===== config.mk =====
export PLATFORM = sky130hd
export DESIGN_NAME = variable_width_bit_fifo
export DESIGN_NICKNAME = d
export VERILOG_FILES = /design/src/sv/vwbf_pkg.sv /design/src/sv/vwbf_ram.sv /design/src/sv/vwbf_ctrl.sv /design/src/sv/vwbf_align.sv /design/src/sv/variable_width_bit_fifo.sv
export SDC_FILE = /design/constraint.sdc
export NUM_CORES = 2
export LEC_CHECK = 0
export BUFFER_PORTS_ARGS = -buffer_cell sky130_fd_sc_hd__clkbuf_2
export CAP_MARGIN = 20
export CORE_MARGIN = 3
export CORE_UTILIZATION = 55
export CTS_CLUSTER_DIAMETER = 80
export DETAILED_ROUTE_END_ITERATION = 6
export PLACE_DENSITY = 0.76
export SLEW_MARGIN = 20
export SYNTH_ARGS = -nofsm -noshare
export SYNTH_HDL_FRONTEND = slang
export SYNTH_SLANG_ARGS = --single-unit

===== constraint.sdc =====
create_clock -name clk -period 11.4 [get_ports clk]
set_input_delay 2.28 -clock clk [delete_from_list [all_inputs] [get_ports clk]]
set_output_delay 2.28 -clock clk [all_outputs]
set_load 0.01 [all_outputs]

===== src/sv/vwbf_pkg.sv =====
package vwbf_pkg;

  // The store word is fixed at the width of one item.
  localparam int WORD_BITS     = 64;
  localparam int WORD_LOG      = $clog2(WORD_BITS);
  localparam int CAPACITY_BITS = 1024;
  localparam int COUNT_W       = 7;
  localparam int BITS_LEFT_W   = 11;

  typedef enum logic {
    KIND_PUSH = 1'b0,
    KIND_POP  = 1'b1
  } kind_t;

  typedef struct packed {
    kind_t                kind;
    logic [63:0]          value;
    logic [COUNT_W-1:0]   bit_count;
  } in_item_t;

  typedef struct packed {
    logic [63:0]            popped_bits;
    logic [BITS_LEFT_W-1:0] bits_left;
    logic                   overflow;
  } out_item_t;

  // Travels with an item from the pointer stage to the extract stage.
  typedef struct packed {
    logic                   swap;
    logic [WORD_LOG-1:0]    offset;
    logic [COUNT_W-1:0]     take;
    logic [BITS_LEFT_W-1:0] bits_left;
    logic                   overflow;
  } pop_meta_t;

  function automatic logic [WORD_BITS-1:0] low_mask(input logic [COUNT_W-1:0] n);
    logic [WORD_BITS-1:0] m;
    if (n >= COUNT_W'(WORD_BITS)) begin
      m = '1;
    end else begin
      m = (WORD_BITS'(1) << n) - WORD_BITS'(1);
    end
    return m;
  endfunction

endpackage


===== src/sv/vwbf_ram.sv =====
module vwbf_ram #(
  parameter int WIDTH = vwbf_pkg::WORD_BITS,
  parameter int DEPTH = vwbf_pkg::CAPACITY_BITS / (2 * vwbf_pkg::WORD_BITS)
) (
  input  logic                                  clk,
  input  logic                                  we,
  input  logic [((DEPTH > 1) ? $clog2(DEPTH) : 1)-1:0] waddr,
  input  logic [WIDTH-1:0]                      wdata,
  input  logic [WIDTH-1:0]                      wmask,
  input  logic                                  re,
  input  logic [((DEPTH > 1) ? $clog2(DEPTH) : 1)-1:0] raddr,
  output logic [WIDTH-1:0]                      rdata
);

  logic [WIDTH-1:0] mem [DEPTH];

  always_ff @(posedge clk) begin
    if (we) begin
      for (int i = 0; i < WIDTH; i++) begin
        if (wmask[i]) begin
          mem[waddr][i] <= wdata[i];
        end
      end
    end
    if (re) begin
      rdata <= mem[raddr];
    end
  end

endmodule


===== src/sv/vwbf_ctrl.sv =====
module vwbf_ctrl #(
  parameter int CAPACITY_BITS = vwbf_pkg::CAPACITY_BITS
) (
  input  logic                clk,
  input  logic                rst,
  input  logic                item_valid,
  input  vwbf_pkg::in_item_t  item,
  output logic                item_stall,
  input  logic                s2_ready,
  output logic                fire,
  output vwbf_pkg::pop_meta_t meta,
  output logic                even_we,
  output logic                odd_we,
  output logic [((CAPACITY_BITS / (2 * vwbf_pkg::WORD_BITS) > 1) ?
                 $clog2(CAPACITY_BITS / (2 * vwbf_pkg::WORD_BITS)) : 1)-1:0] even_addr,
  output logic [((CAPACITY_BITS / (2 * vwbf_pkg::WORD_BITS) > 1) ?
                 $clog2(CAPACITY_BITS / (2 * vwbf_pkg::WORD_BITS)) : 1)-1:0] odd_addr,
  output logic [vwbf_pkg::WORD_BITS-1:0] even_wdata,
  output logic [vwbf_pkg::WORD_BITS-1:0] even_wmask,
  output logic [vwbf_pkg::WORD_BITS-1:0] odd_wdata,
  output logic [vwbf_pkg::WORD_BITS-1:0] odd_wmask
);

  localparam int WB         = vwbf_pkg::WORD_BITS;
  localparam int WL         = vwbf_pkg::WORD_LOG;
  localparam int CW         = vwbf_pkg::COUNT_W;
  localparam int BW         = vwbf_pkg::BITS_LEFT_W;
  localparam int PW         = $clog2(CAPACITY_BITS);
  localparam int FW         = $clog2(CAPACITY_BITS + 1);
  localparam int BANK_DEPTH = CAPACITY_BITS / (2 * WB);
  localparam int ADDR_W     = (BANK_DEPTH > 1) ? $clog2(BANK_DEPTH) : 1;

  logic               v1;
  vwbf_pkg::in_item_t in_q;
  logic [PW-1:0]      rp, rp_next;
  logic [FW-1:0]      fill, fill_next;
  logic [CW-1:0]      cnt, take;
  logic               is_push, ovf;
  logic [FW:0]        push_sum, wsum;
  logic [PW:0]        rsum;
  logic [PW-1:0]      wpos, pos;
  logic [ADDR_W-1:0]  a, a_inc;
  logic [WB-1:0]      lm;
  logic [2*WB-1:0]    sh_data, sh_mask;

  assign item_stall = v1 && !s2_ready;
  assign fire       = v1 && s2_ready;

  always_ff @(posedge clk) begin
    if (rst) begin
      v1 <= 1'b0;
    end else if (item_valid && !item_stall) begin
      v1 <= 1'b1;
    end else if (fire) begin
      v1 <= 1'b0;
    end
    if (item_valid && !item_stall) begin
      in_q <= item;
    end
  end

  always_comb begin
    is_push  = (in_q.kind == vwbf_pkg::KIND_PUSH);
    cnt      = (in_q.bit_count > CW'(WB)) ? CW'(WB) : in_q.bit_count;
    push_sum = {1'b0, fill} + (FW + 1)'(cnt);
    ovf      = is_push && (push_sum > (FW + 1)'(CAPACITY_BITS));
    if (is_push) begin
      take = '0;
    end else begin
      take = ((FW)'(cnt) < fill) ? cnt : CW'(fill);
    end

    // Tail position: head plus fill, wrapped once around the ring.
    wsum = {1'b0, fill} + (FW + 1)'(rp);
    if (wsum >= (FW + 1)'(CAPACITY_BITS)) begin
      wpos = PW'(wsum - (FW + 1)'(CAPACITY_BITS));
    end else begin
      wpos = PW'(wsum);
    end
    pos = is_push ? wpos : rp;

    rsum = (PW + 1)'(rp) + (PW + 1)'(take);
    if (rsum >= (PW + 1)'(CAPACITY_BITS)) begin
      rp_next = PW'(rsum - (PW + 1)'(CAPACITY_BITS));
    end else begin
      rp_next = PW'(rsum);
    end

    if (is_push) begin
      fill_next = ovf ? fill : FW'(push_sum);
    end else begin
      fill_next = fill - FW'(take);
    end

    // Even words live in one bank, odd words in the other, so the two
    // words an item touches always sit in different banks.
    a = ADDR_W'(pos >> (WL + 1));
    if (a == ADDR_W'(BANK_DEPTH - 1)) begin
      a_inc = '0;
    end else begin
      a_inc = a + ADDR_W'(1);
    end
    even_addr = pos[WL] ? a_inc : a;
    odd_addr  = a;

    lm      = vwbf_pkg::low_mask(cnt);
    sh_data = {{WB{1'b0}}, in_q.value & lm} << pos[WL-1:0];
    sh_mask = {{WB{1'b0}}, lm} << pos[WL-1:0];
    even_wdata = pos[WL] ? sh_data[2*WB-1:WB] : sh_data[WB-1:0];
    even_wmask = pos[WL] ? sh_mask[2*WB-1:WB] : sh_mask[WB-1:0];
    odd_wdata  = pos[WL] ? sh_data[WB-1:0] : sh_data[2*WB-1:WB];
    odd_wmask  = pos[WL] ? sh_mask[WB-1:0] : sh_mask[2*WB-1:WB];
    even_we    = fire && is_push && !ovf;
    odd_we     = fire && is_push && !ovf;

    meta.swap      = pos[WL];
    meta.offset    = pos[WL-1:0];
    meta.take      = take;
    meta.bits_left = BW'(fill_next);
    meta.overflow  = ovf;
  end

  always_ff @(posedge clk) begin
    if (rst) begin
      rp   <= '0;
      fill <= '0;
    end else if (fire) begin
      rp   <= rp_next;
      fill <= fill_next;
    end
  end

  a_fill_bound: assert property (@(posedge clk) disable iff (rst)
    fill <= FW'(CAPACITY_BITS))
    else $error("fill count beyond capacity");

  a_head_bound: assert property (@(posedge clk) disable iff (rst)
    (PW + 1)'(rp) < (PW + 1)'(CAPACITY_BITS))
    else $error("read position outside the ring");

  a_push_fill: assert property (@(posedge clk) disable iff (rst)
    fire && is_push && !ovf |=> fill == $past(fill) + FW'($past(cnt)))
    else $error("accepted push did not grow the fill by its count");

  a_pop_fill: assert property (@(posedge clk) disable iff (rst)
    fire && !is_push |=> fill == $past(fill) - FW'($past(take)))
    else $error("pop did not shrink the fill by the bits it took");

endmodule


===== src/sv/vwbf_align.sv =====
module vwbf_align (
  input  logic                           clk,
  input  logic                           rst,
  input  logic                           fire,
  input  vwbf_pkg::pop_meta_t            meta,
  input  logic [vwbf_pkg::WORD_BITS-1:0] even_q,
  input  logic [vwbf_pkg::WORD_BITS-1:0] odd_q,
  output logic                           s2_ready,
  output logic                           result_valid,
  input  logic                           result_stall,
  output vwbf_pkg::out_item_t            result
);

  localparam int WB = vwbf_pkg::WORD_BITS;

  logic                v2;
  vwbf_pkg::pop_meta_t meta2;
  logic                ready3, load3;
  logic [WB-1:0]       lo, hi;
  logic [2*WB-1:0]     both;
  vwbf_pkg::out_item_t res_next;

  assign ready3   = !result_valid || !result_stall;
  assign load3    = v2 && ready3;
  assign s2_ready = !v2 || ready3;

  // The bank data is registered inside the RAMs on the same edge as meta2.
  always_ff @(posedge clk) begin
    if (rst) begin
      v2 <= 1'b0;
    end else if (fire) begin
      v2 <= 1'b1;
    end else if (load3) begin
      v2 <= 1'b0;
    end
    if (fire) begin
      meta2 <= meta;
    end
  end

  always_comb begin
    lo   = meta2.swap ? odd_q : even_q;
    hi   = meta2.swap ? even_q : odd_q;
    both = {hi, lo} >> meta2.offset;
    res_next.popped_bits = both[WB-1:0] & vwbf_pkg::low_mask(meta2.take);
    res_next.bits_left   = meta2.bits_left;
    res_next.overflow    = meta2.overflow;
  end

  always_ff @(posedge clk) begin
    if (rst) begin
      result_valid <= 1'b0;
    end else if (load3) begin
      result_valid <= 1'b1;
    end else if (!result_stall) begin
      result_valid <= 1'b0;
    end
    if (load3) begin
      result <= res_next;
    end
  end

  a_no_pop_on_overflow: assert property (@(posedge clk) disable iff (rst)
    result_valid && result.overflow |-> result.popped_bits == '0)
    else $error("refused push returned popped bits");

  a_hold_stage: assert property (@(posedge clk) disable iff (rst)
    v2 && !ready3 |=> v2 && $stable(meta2))
    else $error("extract stage lost its beat under stall");

  a_ready_path: assert property (@(posedge clk) disable iff (rst)
    fire |-> s2_ready)
    else $error("pointer stage fired into a full extract stage");

endmodule


===== src/sv/variable_width_bit_fifo.sv =====
// Bit-level FIFO of CAPACITY_BITS bits. A push beat appends the low bit_count bits of value
// (counts above 64 act as 64); a push that would exceed capacity is refused and flagged by
// overflow. A pop beat removes up to bit_count of the oldest bits and returns them in
// popped_bits, oldest bit at bit 0, zero-extended when fewer bits are pending. Every beat
// gives one result beat with the fill after it in bits_left. One item is taken per clock
// while item_stall is low, and each passes the input register, then the registered read
// of the two 64-bit store banks (even and odd words), then the result register.
// CAPACITY_BITS must be a multiple of 128.
module variable_width_bit_fifo #(
  parameter int CAPACITY_BITS = vwbf_pkg::CAPACITY_BITS
) (
  input  logic                clk,
  input  logic                rst,
  input  logic                item_valid,
  output logic                item_stall,
  input  vwbf_pkg::in_item_t  item,
  output logic                result_valid,
  input  logic                result_stall,
  output vwbf_pkg::out_item_t result
);

  localparam int WB         = vwbf_pkg::WORD_BITS;
  localparam int BANK_DEPTH = CAPACITY_BITS / (2 * WB);
  localparam int ADDR_W     = (BANK_DEPTH > 1) ? $clog2(BANK_DEPTH) : 1;

  logic                s2_ready, fire;
  vwbf_pkg::pop_meta_t meta;
  logic                even_we, odd_we;
  logic [ADDR_W-1:0]   even_addr, odd_addr;
  logic [WB-1:0]       even_wdata, even_wmask, odd_wdata, odd_wmask;
  logic [WB-1:0]       even_q, odd_q;

  vwbf_ctrl #(
    .CAPACITY_BITS(CAPACITY_BITS)
  ) u_ctrl (
    .clk        (clk),
    .rst        (rst),
    .item_valid (item_valid),
    .item       (item),
    .item_stall (item_stall),
    .s2_ready   (s2_ready),
    .fire       (fire),
    .meta       (meta),
    .even_we    (even_we),
    .odd_we     (odd_we),
    .even_addr  (even_addr),
    .odd_addr   (odd_addr),
    .even_wdata (even_wdata),
    .even_wmask (even_wmask),
    .odd_wdata  (odd_wdata),
    .odd_wmask  (odd_wmask)
  );

  vwbf_ram #(
    .WIDTH(WB),
    .DEPTH(BANK_DEPTH)
  ) u_even_bank (
    .clk   (clk),
    .we    (even_we),
    .waddr (even_addr),
    .wdata (even_wdata),
    .wmask (even_wmask),
    .re    (fire),
    .raddr (even_addr),
    .rdata (even_q)
  );

  vwbf_ram #(
    .WIDTH(WB),
    .DEPTH(BANK_DEPTH)
  ) u_odd_bank (
    .clk   (clk),
    .we    (odd_we),
    .waddr (odd_addr),
    .wdata (odd_wdata),
    .wmask (odd_wmask),
    .re    (fire),
    .raddr (odd_addr),
    .rdata (odd_q)
  );

  vwbf_align u_align (
    .clk          (clk),
    .rst          (rst),
    .fire         (fire),
    .meta         (meta),
    .even_q       (even_q),
    .odd_q        (odd_q),
    .s2_ready     (s2_ready),
    .result_valid (result_valid),
    .result_stall (result_stall),
    .result       (result)
  );

endmodule


# Yosys cells after proc, flatten, opt, wreduce, memory -nomap -nowiden
# Memories as Yosys holds them, arrays and structs flattened. A register that Yosys moved wholly into a read port is not among the register bits.
# Index checks and enable logic that the tools add are counted.
[op_classes]
n_addsub = 9
magnitude_cmp = 7
eq_ne = 2
shift = 5
n_mux = 408
bitwise_logic = 3
reduce_logical = 17
[ops]
columns = ["operator", "count"]
rows = [
  ["64-bit two-way mux", 8],
  ["1-bit two-way mux", 390],
  ["64-bit by 6-bit left shift with 128-bit output", 2],
  ["64-bit AND", 2],
  ["1-bit by 7-bit left shift with 64-bit output (first input constant)", 2],
  ["128-bit by 6-bit >> shifter with 64-bit output", 1],
  ["64-bit by 2-bit subtractor with 64-bit output (second input constant)", 2],
  ["10-bit two-way mux", 3],
  ["11-bit two-way mux", 2],
  ["7-bit two-way mux", 3],
  ["10-bit by 1-bit subtractor with 10-bit output (second input constant)", 2],
  ["7-bit >= comparator (second input constant)", 2],
  ["11-bit by 10-bit adder with 12-bit output", 1],
  ["11-bit by 7-bit adder with 12-bit output", 1],
  ["12-bit by 11-bit >= comparator with 1-bit output (second input constant)", 1],
  ["12-bit by 11-bit greater-than comparator with 1-bit output (second input constant)", 1],
  ["10-bit by 7-bit adder with 11-bit output", 1],
  ["11-bit >= comparator (second input constant)", 1],
  ["7-bit by 11-bit < comparator with 1-bit output", 1],
  ["11-bit by 7-bit subtractor with 11-bit output", 1],
  ["7-bit greater-than comparator (second input constant)", 1],
  ["1-bit logical AND", 7],
  ["1-bit zero test", 6],
  ["3-bit two-way mux", 2],
  ["6 further kinds", 8],
]
[word_totals]
regBits = 198
ram_bits = 1024
input_bits = 76
wordCells = 469
memories = 2
[memory_table]
columns = ["name", "depth", "word_bits", "read_ports", "rd_clocked_by_memory_dff", "write_ports", "line", "rtl"]
rows = [
  ["u_even_bank.mem", 8, 64, 1, 1, 1, "vwbf_ram.sv:15", "logic [WIDTH-1:0] mem [DEPTH];"],
  ["u_odd_bank.mem", 8, 64, 1, 1, 1, "vwbf_ram.sv:15", ""],
]

# Depth between registers and ports, before layout
[logic_depth]
depth_word = 10
mapped_depth = 35
mapped_depth_nobuf = 27

# By module
# Synthesis repeated with hierarchy kept, for this count alone.
[hier_totals]
cells_unflattened = 7762
area_unflattened_um2 = 84154.5
[by_module_without_submodules]
columns = ["mod", "instances", "cells_per_inst", "area_per_inst_um2", "seq_area_each_um2"]
rows = [
  ["vwbf_ram", 2, 1449, 23600.1, 17296.6],
  ["vwbf_ctrl", 1, 3378, 22366.5, 2602.5],
  ["vwbf_align", 1, 1486, 14587.7, 3103.0],
]

# Worst setup path after synthesis
# No wires, ideal clock.
[synth_timing]
path_type = "input port to flip-flop"
from = "in result_stall"
to = "reg, netlist name u_align.result[0]"
setup_time_ps = 625
t_arrival_ps = 7808
required_time_ps = 10775
setup_slack_ps = 2966
stages = 1
n_path_buf = 0
cell_sequence = "a21boi_0"
[synth_between]
elab_chain_cells = 3
[synth_lines]
columns = ["element", "line", "rtl"]
rows = [
  ["from (decl)", "variable_width_bit_fifo.sv:18", "input logic result_stall,"],
  ["1-bit zero test", "vwbf_align.sv:23", "assign ready3 = !result_valid || !result_stall;"],
  ["1-bit logical OR", "vwbf_align.sv:23", ""],
  ["1-bit logical AND", "vwbf_align.sv:24", "assign load3 = v2 && ready3;"],
]
# No other way between the ends.
# A chain may end at the register's enable or synchronous reset.

# Final worst setup path
[layout_timing]
from = "reg u_ctrl.in_q[71] (netlist name)"
to = "mem u_odd_bank.mem[3][11] (netlist name) (data pin)"
[layout_between]
elab_chain_cells = 3
[layout_lines]
columns = ["element", "line", "rtl"]
rows = [
  ["from (decl)", "vwbf_ctrl.sv:34", "vwbf_pkg::in_item_t in_q;"],
  ["from (signal assigned)", "vwbf_ctrl.sv:58", "in_q <= item;"],
  ["10-bit two-way mux *", "vwbf_ctrl.sv:80", "pos = is_push ? wpos : rp;"],
  ["64-bit by 6-bit left shift with 128-bit output", "vwbf_ctrl.sv:107", "sh_data = {{WB{1'b0}}, in_q.value & lm} << pos[WL-1:0];"],
  ["64-bit two-way mux *", "vwbf_ctrl.sv:111", "odd_wdata = pos[WL] ? sh_data[WB-1:0] : sh_data[2*WB-1:WB];"],
  ["named net odd_wdata[11]", "variable_width_bit_fifo.sv:30", "logic [WB-1:0] even_wdata, even_wmask, odd_wdata, odd_wmask;"],
  ["to (decl)", "vwbf_ram.sv:15", ""],
]
# Mark *: on every way through the listed nets, which the timed path passes. The rest lies on a longest branch.

==> results.md <==
* CP arrival at 7610 ps
* P_leak at 29.81 nW
* DR DRC count at 16
* Worst-Skew Late Latency at 810 ps
* Synth Area in Compound Gates at 18.23%
* Clock-pin slew on the worst setup and hold paths at 60 ps
* Routed Antenna Nets at 0
* Worst-margin pin slew at 1336 ps
* Top_reg_cell synth: edfxtp_1
* Core box area at 144400 sq um
* Number of synthesized flops with an enable pin at 1326
* Most common cell after layout, fill and taps aside: nor2_1
* H-tree depth at 4
* Layout Nets at 8362
* Clock period minus worst slack at 7185 ps
* Post-Syn Instances at 8391
* CTS tree: built
* Most frequent cells in the layout: nor2_1, edfxtp_1, nand2_1
* Crit path max fanout at 68
* Num CTS Buffers at 139
* IO buf count at 153
* Largest net degree at the start of global routing at 118
* FF-to-FF End: u_odd_bank.mem[3][11]
* VDD IR max at 133.6 uV
* RePlAce Congestion at 1.127
* Die Wd at 388.0 um
* Layout cell share with drive strength beyond 1 at 12.76%
* R2R depth at 14
* Max_cap viols at 0
* R2R setup slack at 4210 ps
* Startpoint Class: register
* Worst min-delay path class: register to register
* Post-synthesis xor/xnor area fraction at 0.4006%
* Setup Viol. Count Final at 0
* GR Util All Layers at 45.58%
* Crit path to: u_odd_bank.mem[3][11]
* Cell Pwr Density at 168.6 nW/um^2
* Largest family of logic cells by synthesized area: simple AND/OR/NAND/NOR gates
* Skew final at 42.38 ps
* Maximum buffer depth of the clock tree at 3
* Setup TNS at 0 ps
* Tot Pwr at 0.01478 W
* Initial antenna violation count at 27
* Setup CP Type: register to register
* Post-detail-place hpwl at 253.2 mm
* Relative slew slack at 10.34%
* Max Freq at 139.2 MHz
* Synth-to-Final Area Change at 9.228%
* Syn avg cell area at 9.566 sq um
* # Post-CTS Setup Buffers at 0
* Vias/cell at 7.166
* Die H at 388.0 um
* Hold buffer count at cts at 0
* # placed instances at 9994
* First-pass GRT wire length at 492.4 mm
* Final WL at 352.8 mm
* FP Rows at 139
* Reg-to-reg startpoint: u_ctrl.in_q[71]
* Seq/Total Area, Yosys at 50.21%
* RSZ-0062 raised after global routing: no
* Status: finished with violations
* Flops & latches, synth at 1350
* Number of global-route vias before repair at 67400
* Failing checks: DRC
* Critical path origin: u_ctrl.in_q[71]
* Max Slew Vio Count at 0
* Via Count at 73480
* Yosys Warn Count at 0
* Pre-antenna DRT Iters at 7
* GR Util met1 at 57.20%
* TritonCTS Sinks at 1350
* Post-Synth Adder-Cell Area at 0.7545%
* Critical Path RT at 11820 ps
* Post-cts sizing count at 0
* Detailed Route Iter0 Violations at 12580
* Net Count, Synth at 8513
* Mapped cell area at 80270 sq um
* Period utilisation layout at 63.03%
* Final std cells w/o fill at 10250
* Drt wl/cell at 34.40 um
* Initial Util at 55.61%
* Count of cell types in the netlist at 113
* Root Driver: clkbuf_16
* Ys async rst share at 0%
* Grt met3 use at 18.16%
* Most congested layer reported by global routing: met2
* GRT Residual Overflow at 0
* Final Hold Viols at 0
* Top Ports at 154
* Crit end category: register
* Die Area at 150600 sq um
* Simple-Gate Fraction of Synth Area at 18.41%
* Mux cell area share after synthesis at 8.297%
* Routing usage on met2 at 64.10%
-- sequential cells by signal, summed over array words and instances (netlist names) --
signal,flops
u_align.meta2,26
u_even_bank.mem,512
u_odd_bank.rdata,64
u_ctrl.in_q,72
u_even_bank.rdata,64
u_align.result,76
u_odd_bank.mem,512
u_ctrl.rp,10
u_ctrl.v1,1
u_align.v2,1
u_ctrl.fill,11
u_align.result_valid,1
-- worst max-delay path, cell delays in order (launching register included) --
cell and delay [ps]:
edfxtp_1 330, buf_4 530, mux2i_4 320, buf_4 590, clkinv_2 130, buf_4 370
nor2_1 740, nand3_1 680, o211ai_1 470, o21ai_0 260, mux2_2 380, a221o_1 310
o22ai_1 380, mux2i_1 200, o22ai_1 950
-- logic make-up after synthesis --
logic type,count (synthesis)
flops,1350
compound gates,2225
fa+ha+maj,46
buf+inv,751
xor+xnor,35
simple gates,3481
mux,503
-- worst min-delay path by stage --
| stage | startpoint | end | slack, ps | cells past startpoint |
|---|---|---|---|---|
| detailed placement | u_align.meta2[4] | u_align.result[4] | 400 | 0 |
| global placement | u_align.meta2[7] | u_align.result[7] | 400 | 0 |
| CTS | u_align.meta2[4] | u_align.result[4] | 420 | 0 |
| global route | u_align.meta2[0] | u_align.result[0] | 430 | 0 |
| finish | u_align.meta2[4] | u_align.result[4] | 420 | 0 |
| floorplan | u_align.meta2[0] | u_align.result[0] | 400 | 0 |
-- stage by stage --
stage / util, % / setup WS (ps) / hold WS (ps) / cell area (sq um)
floorplan: - / 2966 / 400.3 / 80270
global placement: 57.44 / 4608 / 400.7 / 82910
detailed placement: 57.54 / 4690 / 404.5 / 83060
CTS: 60.57 / 4612 / 423.7 / 87430
global route: 60.72 / 4066 / 428.4 / 87660
finish: 60.74 / 4215 / 418.2 / 87670
-- power breakdown --
part / internal (W) / switching (W)
Clock: 0.00242 / 0.00199
Sequential: 0.00590 / 0.000128
Combinational: 0.00110 / 0.00325
-- Yosys cell counts (43+ instances only) --
library cell     n  area (sq um)
nor2_1        1479          5552
edfxtp_1      1326         39820
nand2_1       1261          4733
a21oi_1        619          3098
clkbuf_1       525          1971
o21ai_0        406          2032
mux2i_1        273          2733
nand3_1        224          1121
a22oi_1        176          1321
o22ai_1        169          1057
mux4_2         118          2658
o211ai_1       111         833.3
mux2_2         109          1227
nor3_1         109         545.5
buf_1          106         397.9
a31oi_1         98         613.1
a211oi_1        88         660.6
a221oi_1        68         595.6
or4_1           67         503.0
buf_2           55         275.3
and2_1          52         325.3
nand4_1         52         325.3
o221ai_1        47         411.6
inv_1           43         161.4
-- metal layers --
metal	vias to the layer above	routed length (um)
met3	1263	55180
met5	-	69
met2	6080	143800
li1	30930	-
met1	35200	122600
met4	10	31120
-- final cells by class --
class | instances | area (sq um)
multi-input cells | 6290 | 37650
flip-flops and latches | 1350 | 40300
clock inverters | 73 | 713.2
inverters | 51 | 214.0
repair buffers | 408 | 2741
clock buffers | 172 | 3655
well taps | 1903 | 2381
diodes | 7 | 17.52
fillers | 11940 | 56680
No activity file was read; power rests on OpenSTA's default activity.
